## config.mk

```make
export PLATFORM = sky130hd
export DESIGN_NAME = xref_stream_entry_decoder_flat
export DESIGN_NICKNAME = d
export VERILOG_FILES = /design/src/hw/rtl/xsed_pkg.sv /design/src/hw/rtl/xsed_if.sv /design/src/hw/rtl/xsed_apb_regs.sv /design/src/hw/rtl/xsed_decode.sv /design/src/hw/rtl/xref_stream_entry_decoder.sv /design/src/flat_wrapper.sv
export SDC_FILE = /design/constraint.sdc
export NUM_CORES = 1
export LEC_CHECK = 0
export ABC_AREA = 1
export BUFFER_PORTS_ARGS = -buffer_cell sky130_fd_sc_hd__buf_2
export CAP_MARGIN = 25
export CORE_MARGIN = 2
export CORE_UTILIZATION = 57
export DETAILED_ROUTE_END_ITERATION = 8
export GPL_ROUTABILITY_DRIVEN = 0
export GPL_TIMING_DRIVEN = 0
export PLACE_DENSITY = 0.83
export REMOVE_ABC_BUFFERS = 1
export SYNTH_ARGS = -nofsm -noshare
export SYNTH_HDL_FRONTEND = slang
export SYNTH_SLANG_ARGS = --single-unit
```

## constraint.sdc

```tcl
create_clock -name i_clk -period 5.8 [get_ports i_clk]
set_clock_uncertainty 0.1 [all_clocks]
set_input_delay 0.58 -clock i_clk [delete_from_list [all_inputs] [get_ports i_clk]]
set_output_delay 0.58 -clock i_clk [all_outputs]
set_load 0.02 [all_outputs]
```

## src/hw/rtl/xsed_pkg.sv

```systemverilog
// Package for the cross-reference stream entry decoder.
// Holds field widths, request/status/kind codes, register indexes and shared types.
// No dependencies; every other file of the block imports it.
package xsed_pkg;

    localparam int unsigned OBJ_W   = 31;
    localparam int unsigned VAL_W   = 32;
    localparam int unsigned BYTE_W  = 8;
    localparam int unsigned WIDTH_W = 3;
    localparam int unsigned ADDR_W  = 4;
    localparam int unsigned DATA_W  = 32;

    localparam logic [OBJ_W-1:0] OBJ_MAX = {OBJ_W{1'b1}};

    // Request codes on the input channel; the fourth code is ignored.
    typedef enum logic [1:0] {
        REQ_SUBSECTION = 2'd0,
        REQ_DATA       = 2'd1,
        REQ_END        = 2'd2
    } t_req_kind;

    // Result status codes.
    typedef enum logic [1:0] {
        ST_ENTRY     = 2'd0,
        ST_CLEAN_END = 2'd1,
        ST_TRUNC_END = 2'd2,
        ST_ERROR     = 2'd3
    } t_status;

    // Entry kinds.
    typedef enum logic [1:0] {
        KIND_FREE       = 2'd0,
        KIND_IN_USE     = 2'd1,
        KIND_COMPRESSED = 2'd2
    } t_entry_kind;

    // Configuration register indexes (word address bits).
    typedef enum logic [1:0] {
        REG_TYPE_WIDTH   = 2'd0,
        REG_SECOND_WIDTH = 2'd1,
        REG_THIRD_WIDTH  = 2'd2
    } t_reg_idx;

    // Field widths in bytes as held by the configuration registers.
    typedef struct packed {
        logic [WIDTH_W-1:0] type_width;
        logic [WIDTH_W-1:0] second_width;
        logic [WIDTH_W-1:0] third_width;
    } t_cfg;

    // One request word held in the input register.
    typedef struct packed {
        logic [1:0]        req_type;
        logic [BYTE_W-1:0] data_byte;
        logic [OBJ_W-1:0]  first_object;
        logic [OBJ_W-1:0]  entry_count;
    } t_req;

endpackage

```

## src/hw/rtl/xsed_if.sv

```systemverilog
// Stream interfaces of the cross-reference stream entry decoder.
// xsed_req_if carries request words, xsed_rsp_if carries result words.
// Depends on xsed_pkg for the field widths.
interface xsed_req_if;
    import xsed_pkg::*;

    logic                valid;
    logic                ready;
    logic [1:0]          req_type;
    logic [BYTE_W-1:0]   data_byte;
    logic [OBJ_W-1:0]    first_object;
    logic [OBJ_W-1:0]    entry_count;

    modport source (
        output valid, req_type, data_byte, first_object, entry_count,
        input  ready
    );
    modport sink (
        input  valid, req_type, data_byte, first_object, entry_count,
        output ready
    );
endinterface

interface xsed_rsp_if;
    import xsed_pkg::*;

    logic                valid;
    logic                ready;
    logic [1:0]          status;
    logic [1:0]          entry_kind;
    logic [OBJ_W-1:0]    object_number;
    logic [VAL_W-1:0]    location;
    logic [VAL_W-1:0]    generation_or_index;

    modport source (
        output valid, status, entry_kind, object_number, location, generation_or_index,
        input  ready
    );
    modport sink (
        input  valid, status, entry_kind, object_number, location, generation_or_index,
        output ready
    );
endinterface

```

## src/hw/rtl/xsed_apb_regs.sv

```systemverilog
// Configuration registers of the entry decoder behind an APB-style port.
// Holds the type, second and third field widths in bytes.
// Depends on xsed_pkg.
module xsed_apb_regs (
    input  logic                      i_clk,
    input  logic                      i_rst_n,
    input  logic                      psel,
    input  logic                      penable,
    input  logic                      pwrite,
    input  logic [xsed_pkg::ADDR_W-1:0] paddr,
    input  logic [xsed_pkg::DATA_W-1:0] pwdata,
    output logic [xsed_pkg::DATA_W-1:0] prdata,
    output logic                      pready,
    output xsed_pkg::t_cfg            o_cfg
);
    import xsed_pkg::*;

    logic [WIDTH_W-1:0] r_type_width;
    logic [WIDTH_W-1:0] r_second_width;
    logic [WIDTH_W-1:0] r_third_width;
    logic               w_write;
    t_reg_idx           w_idx;

    assign pready  = 1'b1;
    assign w_write = psel && penable && pwrite && pready;
    assign w_idx   = t_reg_idx'(paddr[3:2]);

    // Register writes; addresses beyond the list are dropped.
    always_ff @(posedge i_clk) begin
        if (!i_rst_n) begin
            r_type_width   <= WIDTH_W'(1);
            r_second_width <= WIDTH_W'(4);
            r_third_width  <= WIDTH_W'(2);
        end else if (w_write) begin
            case (w_idx)
                REG_TYPE_WIDTH:   r_type_width   <= pwdata[WIDTH_W-1:0];
                REG_SECOND_WIDTH: r_second_width <= pwdata[WIDTH_W-1:0];
                REG_THIRD_WIDTH:  r_third_width  <= pwdata[WIDTH_W-1:0];
                default: ;
            endcase
        end
    end

    // Read mux.
    always_comb begin
        prdata = '0;
        case (w_idx)
            REG_TYPE_WIDTH:   prdata = DATA_W'(r_type_width);
            REG_SECOND_WIDTH: prdata = DATA_W'(r_second_width);
            REG_THIRD_WIDTH:  prdata = DATA_W'(r_third_width);
            default:          prdata = '0;
        endcase
    end

    assign o_cfg.type_width   = r_type_width;
    assign o_cfg.second_width = r_second_width;
    assign o_cfg.third_width  = r_third_width;

endmodule

```

## src/hw/rtl/xsed_decode.sv

```systemverilog
// Decode stage of the entry decoder: entry state, field assembly and result register.
// Takes one registered request word per cycle unless its result stalls; drives o_rsp.
// Depends on xsed_pkg and xsed_if.
module xsed_decode #(
    parameter int unsigned MAX_FIELD_BYTES = 4
) (
    input  logic              i_clk,
    input  logic              i_rst_n,
    input  xsed_pkg::t_cfg    i_cfg,
    input  logic              i_valid,
    input  xsed_pkg::t_req    i_req,
    output logic              o_take,
    xsed_rsp_if.source        o_rsp
);
    import xsed_pkg::*;

    localparam int unsigned POS_W = $clog2(3 * MAX_FIELD_BYTES + 1);
    localparam logic [3:0]  MAXW  = 4'(MAX_FIELD_BYTES);

    // Entry state.
    logic [POS_W-1:0] r_pos,    n_pos;
    logic [VAL_W-1:0] r_acc,    n_acc;
    logic [VAL_W-1:0] r_type,   n_type;
    logic [VAL_W-1:0] r_second, n_second;
    logic [OBJ_W-1:0] r_obj,    n_obj;
    logic [OBJ_W-1:0] r_remain, n_remain;
    logic             r_err,    n_err;

    // Result register.
    logic             r_out_valid;
    logic [1:0]       r_status;
    logic [1:0]       r_kind;
    logic [OBJ_W-1:0] r_out_obj;
    logic [VAL_W-1:0] r_loc;
    logic [VAL_W-1:0] r_gen;

    logic             w_has_res;
    t_status          w_status;
    t_entry_kind      w_kind;
    logic [OBJ_W-1:0] w_obj;
    logic [VAL_W-1:0] w_loc;
    logic [VAL_W-1:0] w_gen;

    logic [3:0]       w_ta4, w_tb4, w_tc4;
    logic [POS_W-1:0] w_ta, w_tb, w_tc, w_len, w_np, w_tab;
    logic [VAL_W-1:0] w_shift;

    // Clamp widths to the supported field size; a zero second width is taken as 1.
    always_comb begin
        w_ta4 = ({1'b0, i_cfg.type_width} > MAXW) ? MAXW : {1'b0, i_cfg.type_width};
        w_tc4 = ({1'b0, i_cfg.third_width} > MAXW) ? MAXW : {1'b0, i_cfg.third_width};
        if (i_cfg.second_width == '0) begin
            w_tb4 = 4'd1;
        end else if ({1'b0, i_cfg.second_width} > MAXW) begin
            w_tb4 = MAXW;
        end else begin
            w_tb4 = {1'b0, i_cfg.second_width};
        end
    end

    assign w_ta    = POS_W'(w_ta4);
    assign w_tb    = POS_W'(w_tb4);
    assign w_tc    = POS_W'(w_tc4);
    assign w_tab   = w_ta + w_tb;
    assign w_len   = w_tab + w_tc;
    assign w_np    = r_pos + POS_W'(1);
    assign w_shift = {r_acc[VAL_W-BYTE_W-1:0], i_req.data_byte};

    // The word in the input register moves on when the result slot is free or drains.
    assign o_take = i_valid && (!r_out_valid || o_rsp.ready);

    // Next state and result for the word in the input register.
    always_comb begin
        n_pos     = r_pos;
        n_acc     = r_acc;
        n_type    = r_type;
        n_second  = r_second;
        n_obj     = r_obj;
        n_remain  = r_remain;
        n_err     = r_err;
        w_has_res = 1'b0;
        w_status  = ST_ENTRY;
        w_kind    = KIND_FREE;
        w_obj     = '0;
        w_loc     = '0;
        w_gen     = '0;
        case (t_req_kind'(i_req.req_type))
            REQ_SUBSECTION: begin
                if (r_remain != '0 || r_pos != '0) begin
                    n_err = 1'b1;
                end
                n_obj    = i_req.first_object;
                n_remain = i_req.entry_count;
                n_pos    = '0;
                n_acc    = '0;
            end
            REQ_DATA: begin
                if (r_remain == '0) begin
                    // Byte beyond the entry count is dropped.
                    n_err = 1'b1;
                end else begin
                    n_pos = w_np;
                    n_acc = w_shift;
                    if (w_ta != '0 && w_np == w_ta) begin
                        n_type = w_shift;
                        n_acc  = '0;
                    end
                    if (w_np == w_tab) begin
                        n_second = w_shift;
                        n_acc    = '0;
                    end
                    if (w_np >= w_len) begin
                        // Entry complete; a missing type field means in use.
                        w_obj = r_obj;
                        w_gen = n_acc;
                        if (w_ta == '0) begin
                            w_has_res = 1'b1;
                            w_kind    = KIND_IN_USE;
                            w_loc     = n_second;
                        end else if (n_type == VAL_W'(KIND_FREE)) begin
                            w_has_res = 1'b1;
                            w_kind    = KIND_FREE;
                        end else if (n_type == VAL_W'(KIND_IN_USE)) begin
                            w_has_res = 1'b1;
                            w_kind    = KIND_IN_USE;
                            w_loc     = n_second;
                        end else if (n_type == VAL_W'(KIND_COMPRESSED)) begin
                            w_has_res = 1'b1;
                            w_kind    = KIND_COMPRESSED;
                            w_loc     = n_second;
                        end else begin
                            n_err = 1'b1;
                        end
                        n_pos    = '0;
                        n_acc    = '0;
                        n_remain = r_remain - OBJ_W'(1);
                        if (r_obj != OBJ_MAX) begin
                            n_obj = r_obj + OBJ_W'(1);
                        end
                    end
                end
            end
            REQ_END: begin
                w_has_res = 1'b1;
                if (r_err) begin
                    w_status = ST_ERROR;
                end else if (r_remain != '0 || r_pos != '0) begin
                    w_status = ST_TRUNC_END;
                end else begin
                    w_status = ST_CLEAN_END;
                end
                n_err    = 1'b0;
                n_remain = '0;
                n_pos    = '0;
                n_acc    = '0;
            end
            default: ;
        endcase
    end

    // Entry state registers.
    always_ff @(posedge i_clk) begin
        if (!i_rst_n) begin
            r_pos    <= '0;
            r_acc    <= '0;
            r_type   <= '0;
            r_second <= '0;
            r_obj    <= '0;
            r_remain <= '0;
            r_err    <= 1'b0;
        end else if (o_take) begin
            r_pos    <= n_pos;
            r_acc    <= n_acc;
            r_type   <= n_type;
            r_second <= n_second;
            r_obj    <= n_obj;
            r_remain <= n_remain;
            r_err    <= n_err;
        end
    end

    // Result register; holds its word until the receiver takes it.
    always_ff @(posedge i_clk) begin
        if (!i_rst_n) begin
            r_out_valid <= 1'b0;
        end else if (o_take) begin
            r_out_valid <= w_has_res;
        end else if (o_rsp.ready) begin
            r_out_valid <= 1'b0;
        end
    end

    always_ff @(posedge i_clk) begin
        if (o_take && w_has_res) begin
            r_status  <= w_status;
            r_kind    <= w_kind;
            r_out_obj <= w_obj;
            r_loc     <= w_loc;
            r_gen     <= w_gen;
        end
    end

    assign o_rsp.valid               = r_out_valid;
    assign o_rsp.status              = r_status;
    assign o_rsp.entry_kind          = r_kind;
    assign o_rsp.object_number       = r_out_obj;
    assign o_rsp.location            = r_loc;
    assign o_rsp.generation_or_index = r_gen;

endmodule

```

## src/hw/rtl/xref_stream_entry_decoder.sv

```systemverilog
// Cross-reference stream entry decoder, top level.
// Input register, configuration registers and the decode stage with its result register.
// Depends on xsed_pkg, xsed_if, xsed_apb_regs and xsed_decode.
//
// Usage:
//   i_req carries request words: subsection start (first object, entry count),
//   one decompressed stream byte, or end of data. o_rsp carries result words:
//   one per completed entry of type free, in use or compressed, and one per
//   end of data (clean, truncated or error seen). Bad types and stray bytes
//   give no word but set a sticky error that the end word reports and clears.
//   The APB port sets the byte widths of the three entry fields; write it only
//   while no request is in flight.
//   The request word is first registered in the input register; the decode stage
//   then writes its result into the result register once that register is free
//   or drains. Throughput: one request word per cycle while the receiver does not
//   stall, set by the single decode stage between the two registers.
//   Reset (i_rst_n low at a clock edge) empties both registers, clears the
//   entry state and loads the default widths 1, 4 and 2.
//   When the receiver stalls, the result register holds its word and one more
//   request word waits in the input register; i_req.ready then falls.
module xref_stream_entry_decoder #(
    parameter int unsigned MAX_FIELD_BYTES = 4
) (
    input  logic                        i_clk,
    input  logic                        i_rst_n,
    xsed_req_if.sink                    i_req,
    xsed_rsp_if.source                  o_rsp,
    input  logic                        psel,
    input  logic                        penable,
    input  logic                        pwrite,
    input  logic [xsed_pkg::ADDR_W-1:0] paddr,
    input  logic [xsed_pkg::DATA_W-1:0] pwdata,
    output logic [xsed_pkg::DATA_W-1:0] prdata,
    output logic                        pready
);
    import xsed_pkg::*;

    t_cfg w_cfg;
    logic r_in_valid;
    t_req r_in;
    logic w_take;

    xsed_apb_regs u_regs (
        .i_clk   (i_clk),
        .i_rst_n (i_rst_n),
        .psel    (psel),
        .penable (penable),
        .pwrite  (pwrite),
        .paddr   (paddr),
        .pwdata  (pwdata),
        .prdata  (prdata),
        .pready  (pready),
        .o_cfg   (w_cfg)
    );

    // Input register: accepts a new word whenever it is empty or its word moves on.
    assign i_req.ready = !r_in_valid || w_take;

    always_ff @(posedge i_clk) begin
        if (!i_rst_n) begin
            r_in_valid <= 1'b0;
        end else if (i_req.valid && i_req.ready) begin
            r_in_valid <= 1'b1;
        end else if (w_take) begin
            r_in_valid <= 1'b0;
        end
    end

    always_ff @(posedge i_clk) begin
        if (i_req.valid && i_req.ready) begin
            r_in.req_type     <= i_req.req_type;
            r_in.data_byte    <= i_req.data_byte;
            r_in.first_object <= i_req.first_object;
            r_in.entry_count  <= i_req.entry_count;
        end
    end

    xsed_decode #(
        .MAX_FIELD_BYTES (MAX_FIELD_BYTES)
    ) u_decode (
        .i_clk   (i_clk),
        .i_rst_n (i_rst_n),
        .i_cfg   (w_cfg),
        .i_valid (r_in_valid),
        .i_req   (r_in),
        .o_take  (w_take),
        .o_rsp   (o_rsp)
    );

endmodule
```

## src/flat_wrapper.sv

```systemverilog
// flat-port wrapper written by rule: the top's interface ports become plain ports
module xref_stream_entry_decoder_flat import xsed_pkg::*;
#(
    parameter int unsigned MAX_FIELD_BYTES = 4
)
  (i_clk, i_rst_n, psel, penable, pwrite, paddr, pwdata, prdata, pready, i_req_valid, i_req_req_type, i_req_data_byte, i_req_first_object, i_req_entry_count, i_req_ready, o_rsp_valid, o_rsp_status, o_rsp_entry_kind, o_rsp_object_number, o_rsp_location, o_rsp_generation_or_index, o_rsp_ready);
  xsed_req_if i_req_i ();
  xsed_rsp_if o_rsp_i ();
  input  logic i_clk;
  input  logic i_rst_n;
  input  logic psel;
  input  logic penable;
  input  logic pwrite;
  input  logic [xsed_pkg::ADDR_W-1:0] paddr;
  input  logic [xsed_pkg::DATA_W-1:0] pwdata;
  output logic [xsed_pkg::DATA_W-1:0] prdata;
  output logic pready;
  input wire logic [$bits(i_req_i.valid)-1:0] i_req_valid;
  input wire logic [$bits(i_req_i.req_type)-1:0] i_req_req_type;
  input wire logic [$bits(i_req_i.data_byte)-1:0] i_req_data_byte;
  input wire logic [$bits(i_req_i.first_object)-1:0] i_req_first_object;
  input wire logic [$bits(i_req_i.entry_count)-1:0] i_req_entry_count;
  output wire logic [$bits(i_req_i.ready)-1:0] i_req_ready;
  output wire logic [$bits(o_rsp_i.valid)-1:0] o_rsp_valid;
  output wire logic [$bits(o_rsp_i.status)-1:0] o_rsp_status;
  output wire logic [$bits(o_rsp_i.entry_kind)-1:0] o_rsp_entry_kind;
  output wire logic [$bits(o_rsp_i.object_number)-1:0] o_rsp_object_number;
  output wire logic [$bits(o_rsp_i.location)-1:0] o_rsp_location;
  output wire logic [$bits(o_rsp_i.generation_or_index)-1:0] o_rsp_generation_or_index;
  input wire logic [$bits(o_rsp_i.ready)-1:0] o_rsp_ready;
  assign i_req_i.valid = i_req_valid;
  assign i_req_i.req_type = i_req_req_type;
  assign i_req_i.data_byte = i_req_data_byte;
  assign i_req_i.first_object = i_req_first_object;
  assign i_req_i.entry_count = i_req_entry_count;
  assign i_req_ready = i_req_i.ready;
  assign o_rsp_valid = o_rsp_i.valid;
  assign o_rsp_status = o_rsp_i.status;
  assign o_rsp_entry_kind = o_rsp_i.entry_kind;
  assign o_rsp_object_number = o_rsp_i.object_number;
  assign o_rsp_location = o_rsp_i.location;
  assign o_rsp_generation_or_index = o_rsp_i.generation_or_index;
  assign o_rsp_i.ready = o_rsp_ready;
  xref_stream_entry_decoder #(.MAX_FIELD_BYTES(MAX_FIELD_BYTES)) u_core (.i_clk(i_clk), .i_rst_n(i_rst_n), .i_req(i_req_i), .o_rsp(o_rsp_i), .psel(psel), .penable(penable), .pwrite(pwrite), .paddr(paddr), .pwdata(pwdata), .prdata(prdata), .pready(pready));
endmodule
```

==> results of run 1 <==
-- registers in the layout, indices dropped and copies added, names as in the netlist --
| name | flops |
|---|---|
| u_core.u_decode.o_rsp.entry_kind | 2 |
| u_core.u_decode.o_rsp.status | 2 |
| u_core.u_decode.o_rsp.generation_or_index | 32 |
| u_core.u_regs.r_second_width | 3 |
| u_core.u_decode.r_remain | 31 |
| u_core.u_regs.r_type_width | 3 |
| u_core.u_decode.r_second | 32 |
| u_core.u_regs.r_third_width | 3 |
| u_core.u_decode.r_obj | 31 |
| u_core.u_decode.o_rsp.object_number | 31 |
| u_core.u_decode.o_rsp.location | 32 |
| u_core.u_decode.r_type | 32 |
| u_core.r_in | 72 |
| u_core.u_decode.r_acc | 24 |
| u_core.u_decode.o_rsp.valid | 1 |
| u_core.u_decode.r_err | 1 |
| u_core.r_in_valid | 1 |
| u_core.u_decode.r_pos | 4 |
-- final cells by class --
| type | instances | area (um^2) |
|---|---|---|
| Fill cell | 2153 | 9000 |
| Sequential cell | 337 | 8460 |
| Multi-Input combinational cell | 1179 | 5760 |
| Timing Repair Buffer | 200 | 1230 |
| Clock buffer | 49 | 980 |
| Inverter | 221 | 837 |
| Tap cell | 341 | 427 |
| Clock inverter | 15 | 186 |
-- worst register-to-register path: stages, from the launching register on --
cell,delay [ns]
sky130_fd_sc_hd__dfxtp_1,0.33
sky130_fd_sc_hd__inv_1,0.08
sky130_fd_sc_hd__nor2_1,0.21
sky130_fd_sc_hd__ha_1,0.19
sky130_fd_sc_hd__inv_1,0.06
sky130_fd_sc_hd__fa_1,0.52
sky130_fd_sc_hd__inv_1,0.10
sky130_fd_sc_hd__ha_1,0.29
sky130_fd_sc_hd__a21o_1,0.18
sky130_fd_sc_hd__a21oi_1,0.15
sky130_fd_sc_hd__xnor2_1,0.10
sky130_fd_sc_hd__ha_1,0.33
sky130_fd_sc_hd__a21oi_1,0.16
sky130_fd_sc_hd__nand3_1,0.12
sky130_fd_sc_hd__inv_1,0.12
sky130_fd_sc_hd__o21ai_1,0.11
sky130_fd_sc_hd__nand2_1,0.78
sky130_fd_sc_hd__inv_1,0.73
sky130_fd_sc_hd__o21ai_0,0.45
sky130_fd_sc_hd__a21oi_1,0.07
-- per-stage QoR --
stage	utilization	area [um^2]	cells	hold WS, ns	TNS (ns)
after floorplan	-	15000	1737	0.327	0
after global placement	0.610	16400	2265	0.333	-196.47
after detailed placement	0.621	16700	2277	0.338	0
after CTS	0.664	17800	2341	0.116	0
after global routing	0.665	17900	2342	0.125	0
final	0.665	17900	2342	0.133	0
-- report_power, final --
| part | switching, mW | internal (mW) | leakage [nW] |
|---|---|---|---|
| logic | 0.413 | 0.190 | 3.65 |
| clock network | 0.910 | 1.36 | 0.573 |
| registers | 0.0497 | 2.58 | 2.84 |
-- placed cells by master (no fill, tap or decap), drive strengths merged, types with 49 or more instances in the layout --
cell type  Yosys  routed
nor2         213     213
inv          218     219
clkbuf        59      49
a21oi        155     155
o21ai        121     121
edfxtp       171     171
dfxtp        166     166
buf           54     200
nand3         64      64
nand2        438     438
-- routing by layer --
layer / wire length (um) / up-vias
met5: 14 / -
met4: 1200 / 2
met3: 2400 / 83
met2: 17300 / 525
met1: 14900 / 5924
li1: - / 6213
-- how the worst min path moves through the flow --
stage	slack [ns]	endpoint	depth (start not counted)
final	0.13	u_core.r_in[49]$_DFFE_PP_	1
after global routing	0.12	u_core.r_in[28]$_DFFE_PP_	1
after CTS	0.12	u_core.r_in[49]$_DFFE_PP_	1
after detailed placement	0.34	u_core.u_decode.r_second[18]$_SDFFE_PN0P_	2
after global placement	0.33	u_core.u_decode.r_second[1]$_SDFFE_PN0P_	2
after floorplan	0.33	u_core.u_decode.r_type[28]$_SDFFE_PN0P_	2
-- cells by family (layout without fill, tap and decap cells) --
| kind of cell | after synthesis | count (layout) |
|---|---|---|
| compound gates | 343 | 343 |
| simple gates | 758 | 758 |
| buf+inv | 334 | 485 |
| other cells | 2 | 30 |
| fa+ha+maj | 20 | 20 |
| flops | 337 | 337 |
| xor+xnor | 28 | 28 |
==> results.md, run 1 <==
Route:
- The number of iterations in the first detailed-routing pass is 5.
- The count of nets left with antenna violations once routing finished came out at 0.
- The routed wire length per instance is ~15 um.
- In the routed layout, each cell is associated on average with a via count of around 5.4.
- The first routing iteration left 1235 violations.
- The total number of vias is about 13000.
- The detailed-route wire length is approximately 36000 um.
- After detailed routing, the number of remaining DRC violations is 0.

Setup path:
- At the worst endpoint, the required time is 6.06 ns.
- Traced cell by cell, the critical path runs through inv_1 > nor2_1 > ha_1 > inv_1 > fa_1 > inv_1 > ha_1 > a21o_1 > a21oi_1 > xnor2_1 > ha_1 > a21oi_1 > nand3_1 > inv_1 > o21ai_1 > nand2_1 > inv_1 > o21ai_0 > a21oi_1.
- Among cell families on the critical path, the largest total delay comes from adder cells.
- Counting both buffers and inverters, the worst setup path holds a total of 5.
- The critical path data arrival time is roughly 5.6 ns.
- The end point of the critical path is u_core.u_decode.r_remain[4]$_SDFFE_PN0P_.
- The delay of the slowest cell on the worst path is a little under 0.8 ns.
- Counting stages on the worst path, the most repeated cell is sky130_fd_sc_hd__inv_1.
- The critical path startpoint is u_core.u_regs.r_type_width[0]$_SDFFE_PN1P_.
- The standard cell with the maximum stage delay on the critical path is sky130_fd_sc_hd__nand2_1.
- The worst register-to-register path begins at u_core.u_regs.r_type_width[0]$_SDFFE_PN1P_.
- The logic depth of the worst register-to-register path is 19.
- The depth of the critical timing path with buffers and inverters included is 19.
- STA classifies the critical path endpoint as a register.
- In this run the critical register-to-register path is captured at u_core.u_decode.r_remain[4]$_SDFFE_PN0P_.
- The setup slack of the most critical reg-to-reg path is 0.48 ns.
- The highest net fanout along the worst path is 33.
- The worst setup path is launched from a register.
- By startpoint and endpoint, the worst setup path is classified as register to register.

GRT:
- The first global-routing pass estimated ~57000 um of wire.
- The overflow left after global routing is 0.
- In the global route stage, overall resource usage came out at 0.242.
- In the global route stage, met1 resource usage came out at 0.308.
- For met2 alone, demand over resource in global routing was 0.413.
- Entering global routing, the biggest net connects 73 pins.
- The most heavily used metal layer in global routing is met2.
- The initial antenna violation count was 1.
- The via count of the first global-routing pass was approximately 12000.
- The global routing usage on met3 is 0.0357.

Status:
- The run finished with clean final reports.

Yosys:
- The most common cell in the netlist is sky130_fd_sc_hd__nand2_1.
- The synthesized design contains about 170 enable-type register cells.
- The synthesized design contains approximately 340 register bits.
- The top-area cell type share of the netlist area is 0.330.
- The multiplexer share of the synthesized area is 0.
- The synthesized area per cell is around 8.5 um^2.
- The cell area after synthesis is ~0.016 mm^2.
- The distinct cell type count of the synthesized netlist is 49.
- The number of synthesis warnings is 0.
- The part of the Yosys area used for sequential elements is 0.544.
- Summed over all instances, the cell type with the most area after synthesis is sky130_fd_sc_hd__edfxtp_1.
- After synthesis, the largest family of logic cells by area is simple AND/OR/NAND/NOR gates.
- The gate count of the mapped netlist is 1822.
- The post-synthesis compound-gate area fraction was 0.122.
- The fraction of synthesis flops using an asynchronous set or reset pin is 0.
- Of the total synthesized cell area, the portion taken by full adders, half adders and majority gates is 0.0171.
- By count the netlist is led by 434 x sky130_fd_sc_hd__nand2_1, 215 x sky130_fd_sc_hd__inv_1, 177 x sky130_fd_sc_hd__nor2_1.
- The basic-gate share of the synthesized area counting and, or, nand and nor cells is 0.207.
- The xor/xnor cell area share of the yosys netlist is 0.0158.
- After synthesis, the cell types taking the most area are sky130_fd_sc_hd__edfxtp_1 33%, sky130_fd_sc_hd__dfxtp_1 21%, sky130_fd_sc_hd__nand2_1 10%, sky130_fd_sc_hd__inv_1 5.2%, sky130_fd_sc_hd__a21oi_1 5.0%.
- In the synthesized netlist the dominant register cell turns out to be sky130_fd_sc_hd__edfxtp_1.

Clocking:
- The count of hold buffers inserted by post-cts repair is 0.
- The H-tree was split into 2 levels.
- The post-CTS repair timing setup buffer count is 0.
- The source-to-sink clock delay at the later pin of the worst-skew pair is around 0.52 ns.
- The maximum buffer depth of the clock tree is 3.
- In this run the clock root is driven by a sky130_fd_sc_hd__clkbuf_16.
- The TritonCTS clock tree is done.
- The CTS buffer count is 35.
- The clock-pin slew reported for the worst setup and hold paths after clock tree synthesis is 0.06 ns.
- Counting every sink on the clock net gives around 340.
- Once the clock tree was built, the resizer swapped 0 gates to a different size.

Power:
- For this design the ratio of total power to cell area is around 310 mW/mm^2.
- The peak supply drop is between 0.0002 and 0.00025 V.
- Overall power consumption after layout is estimated at 5.51 mW.
- Summed over all cells, the static leakage comes to ~7.1 nW.

Finish:
- In the final layout, the share of cells above drive strength 1 is 0.157.
- At the end of the flow, the number of nets in the layout was ~2100.
- The final antenna diode count is 0.
- The area added between synthesis and finish is 15.0%.

STA:
- The count of final max-slew check failures was 0.
- The share of the clock period used by the worst path is 0.917.
- Setup repair after global routing left no endpoint under its margin.
- In this run the tightest slew margin relative to its limit is 0.315.
- Timing would allow up to around 0.19 GHz.
- The count of endpoints failing hold in the final timing report is 0.
- The actual slew at the worst max-slew pin is approximately 1.0 ns.
- The setup slack after layout is about 0.48 ns.
- Setup violations remaining at the end of the flow were counted as 0.
- The smallest clock period supported by the final layout is computed as 5.32 ns.

Floorplanning:
- In this run the core area contains 60 standard-cell rows.
- The number of ports placed on the die boundary is 249.
- Measured along the y axis, the die boundary spans 169 um.
- The die covers approximately 0.029 mm^2.
- The initial cell density of the core is 0.578.
- The core area is roughly 0.027 mm^2.
- In this run the horizontal extent of the chip is ~170 um.

Placed design:
- Detailed placement finished with a half-perimeter wire length of about 23000 um.
- Input and output buffers added on the ports amount to between 150 and 200.
- The worst slack after detailed placement is about 0.51 ns.

Worst hold path:
- The tightest min-delay check is of the input pin to register type.
- The startpoint of the most critical hold path is i_req_first_object[18].

Flow run:
- The number of max-capacitance violations reported is 0.
(Power assumes the default switching activity.)
==> run 2: changes to the inputs <==
--- a/config.mk
+++ b/config.mk
@@ -9,11 +9,11 @@
 export BUFFER_PORTS_ARGS = -buffer_cell sky130_fd_sc_hd__buf_2
 export CAP_MARGIN = 25
 export CORE_MARGIN = 2
-export CORE_UTILIZATION = 57
+export CORE_UTILIZATION = 60
 export DETAILED_ROUTE_END_ITERATION = 8
 export GPL_ROUTABILITY_DRIVEN = 0
 export GPL_TIMING_DRIVEN = 0
-export PLACE_DENSITY = 0.83
+export PLACE_DENSITY = 0.87
 export REMOVE_ABC_BUFFERS = 1
 export SYNTH_ARGS = -nofsm -noshare
 export SYNTH_HDL_FRONTEND = slang
==> constraint.sdc (replaced) <==
create_clock -name i_clk -period 6.2 [get_ports i_clk]
set_clock_uncertainty 0.1 [all_clocks]
set_input_delay 0.62 -clock i_clk [delete_from_list [all_inputs] [get_ports i_clk]]
set_output_delay 0.62 -clock i_clk [all_outputs]
set_load 0.02 [all_outputs]
==> results.md, run 2 (same netlist as run 1, synthesis figures left out) <==
Route:
- The first-iteration detailed-routing DRC count is 1201.
- The total number of vias is 12922.
- In the final routed layout, each cell accounts on average for about 16 um.
- In the routed design, unresolved DRC markers number 0.
- The count of nets left with antenna violations after detail routing is 0.
- Wires add up to between 30000 and 40000 um.
- The per-cell via count in the routed design is about 5.5.
- The number of iterations in the first detailed-routing pass is 5.

Power:
- The share of total power dissipated in sequential elements is 0.474.
- In this run the power spent charging and discharging nets is 1.29 mW.
- The clock network power share is 0.417.
- The leakage component of the power is slightly above 7 nW.
- Of the total power, combinational logic draws 0.109.
- Of the total power, the share spent switching nets is 0.248.
- The internal power consumption is 3.91 mW.
- Across the VDD grid, the largest voltage drop is 0.000273 V.
- For this design the ratio of total power to cell area is about 290 mW/mm^2.
- Power comes to 5.20 mW.

GRT:
- The total overflow left after global routing is 0.
- In the global route stage, overall resource usage came out at 0.268.
- The wire length of the first global-routing pass is approximately 58000 um.
- The initial antenna violation count came to 2.
- The via count of the first global-routing pass is 12214.
- The maximum number of pins on one net before global-route repair is 79.

Floorplanning:
- The initialized floorplan defines 58 standard-cell rows.
- The die covers between 0.02 and 0.03 mm^2.
- The number of ports placed on the die boundary is between 200 and 250.
- The initial utilization of the core area, before any placement, comes to 0.614.
- The floorplan step set the die height to ~160 um.
- The die is 165 um wide.
- The core area is 0.0253 mm^2.

STA:
- For the final routed database, the setup TNS stands at 0 ns.
- The final-report setup violation count is 0.
- The count of endpoints failing hold in the final timing report came to 0.
- The actual slew at the worst max-slew pin is 0.983 ns.
- The achievable frequency is between 0.15 and 0.2 GHz.
- Headroom to the max-slew limit came out at 0.343.
- The clock period could shrink to ~5.2 ns.
- The smallest hold slack is 0.179 ns.
- The share of the clock period used by the worst path is 0.843.
- Setup repair after global routing left no endpoint under its margin.
- The count of final max-slew check failures was 0.

Finish:
- The finished cells cover approximately 0.018 mm^2.
- Of the cells placed in the final design, the portion with a size suffix greater than 1 is 0.158.
- The library cell used most frequently in the layout, excluding fill and tap cells, is sky130_fd_sc_hd__nand2_1.
- The register ranked first by flip-flop count is u_core.r_in.
- The net count of the finished layout is 2109.
- In the layout the commonest cells are 433 x sky130_fd_sc_hd__nand2_1, 213 x sky130_fd_sc_hd__inv_1, 186 x sky130_fd_sc_hd__buf_2, 174 x sky130_fd_sc_hd__nor2_1, 171 x sky130_fd_sc_hd__edfxtp_1.
- The register with the most flip-flops in the layout has 72 of them.
- Once layout is complete, the utilization of the core stands at 0.707.
- The area added between synthesis and finish is 15.2%.
- The final antenna diode count is 0.

Clocking:
- The quantity of gates resized following cts is 0.
- The deepest level of the CTS H-tree is 2.
- The clock-pin slew reported for the worst setup and hold paths after clock tree synthesis is roughly 0.06 ns.
- The post-CTS repair timing setup buffer count is 0.
- For this design, the CTS-stage hold fixing added 0 buffers.
- For this design, the sink count on the clock tree is between 300 and 400.
- The maximum buffer depth of the clock tree is 3.
- The TritonCTS clock tree is done.
- The CTS root buffer is sky130_fd_sc_hd__clkbuf_16.
- The later pin in the worst-skew pair is clocked with a latency of between 0.5 and 0.6 ns.
- TritonCTS created 35 clock buffers.

Worst hold path:
- Counting instances, the worst hold path has a depth of 1.
- The tightest min-delay check is of the input pin to register type.
- The worst hold path begins at i_req_first_object[10].

Setup path:
- The critical path startpoint is u_core.u_regs.r_type_width[0]$_SDFFE_PN1P_.
- The logic depth of the worst register-to-register path is 19.
- The worst setup path is of the register to register kind.
- STA classifies the critical path startpoint as a register.
- The standard cell with the maximum stage delay on the critical path is sky130_fd_sc_hd__nand2_1.
- Counting stages on the worst path, the most repeated cell is sky130_fd_sc_hd__inv_1.
- The kind of end point of the critical path is a register.
- The signal on the critical path passes through inv_1 > nor2_1 > ha_1 > inv_1 > fa_1 > inv_1 > ha_1 > a21o_1 > a21oi_1 > xnor2_1 > ha_1 > a21oi_1 > nand3_1 > inv_1 > o21ai_1 > nand2_1 > inv_1 > o21ai_0 > a21oi_1.
- The delay of the slowest cell on the worst path is about 0.75 ns.
- The critical path data arrival time is ~5.5 ns.
- In this run the critical register-to-register path is launched from u_core.u_regs.r_type_width[0]$_SDFFE_PN1P_.
- For the worst setup path, the data required time is roughly 6.5 ns.
- Along the worst path, the maximum fanout reaches 33.

Placed design:
- The instance area after placement is between 0.015 and 0.02 mm^2.
- The count of buffers inserted at the top-level ports is 187.
- The final HPWL from detailed placement is roughly 23000 um.

Status:
- The run finished with clean final reports.

Flow run:
- The tool flagged a number of max-cap violations equal to 0.
[run 2: cell count changes in the layout (fill, tap and decap cells not counted), sizes merged]
| cell | delta |
|---|---|
| clkinvlp | +2 |
| inv | -1 |
| clkbuf | -2 |
[run 2: worst paths after layout]
path	end	slack [ns]
max	u_core.u_decode.r_remain[12]$_SDFFE_PN0P_	0.97
max reg2reg	u_core.u_decode.r_remain[12]$_SDFFE_PN0P_	0.97
min	u_core.r_in[41]$_DFFE_PP_	0.18
min reg2reg	u_core.u_decode.r_type[23]$_SDFFE_PN0P_	0.35
[run 2: power groups by stage]
stage               sequential [mW]  clock [mW]  combinational, mW
finish                         2.46        2.17              0.567
global route                   2.47        2.28              0.636
CTS                            2.46        2.19              0.556
detailed placement             2.51           0              0.550
global placement               2.51           0              0.520
floorplan                      2.51           0              0.374
[run 2: layout make-up]
cell class	instances	area [um^2]
inverters	221	837
clock buffers	47	1010
repair buffers	200	1250
well taps	330	413
clock inverters	16	183
multi-input cells	1179	5760
fillers	1813	7420
flip-flops and latches	337	8460
[run 2: worst max-delay path: cells and delay by family (launching register included)]
family                   cells  cell delay [ns]
AO/OA/AOI/OAI                6             1.04
XOR/XNOR                     1             0.10
adder cells (fa/ha/maj)      4             1.32
buffers and inverters        5             1.08
flip-flops                   1             0.33
AND/OR/NAND/NOR              3             1.10
[run 2: routing by layer]
metal  up-vias  track usage  part of all wire
li1       6226            -                 -
met1      5996        0.338              0.40
met2       603        0.463              0.49
met3        95       0.0472             0.080
met4         2       0.0964             0.027
met5         -            0           0.00036
[run 2: metrics by stage]
stage	instances	setup WS, ns
2_1_floorplan	1737	0.851
3_3_place_gp	2254	-1.63
3_5_place_dp	2266	1.01
4_1_cts	2329	0.985
5_1_grt	2330	0.466
6_report	2330	0.972
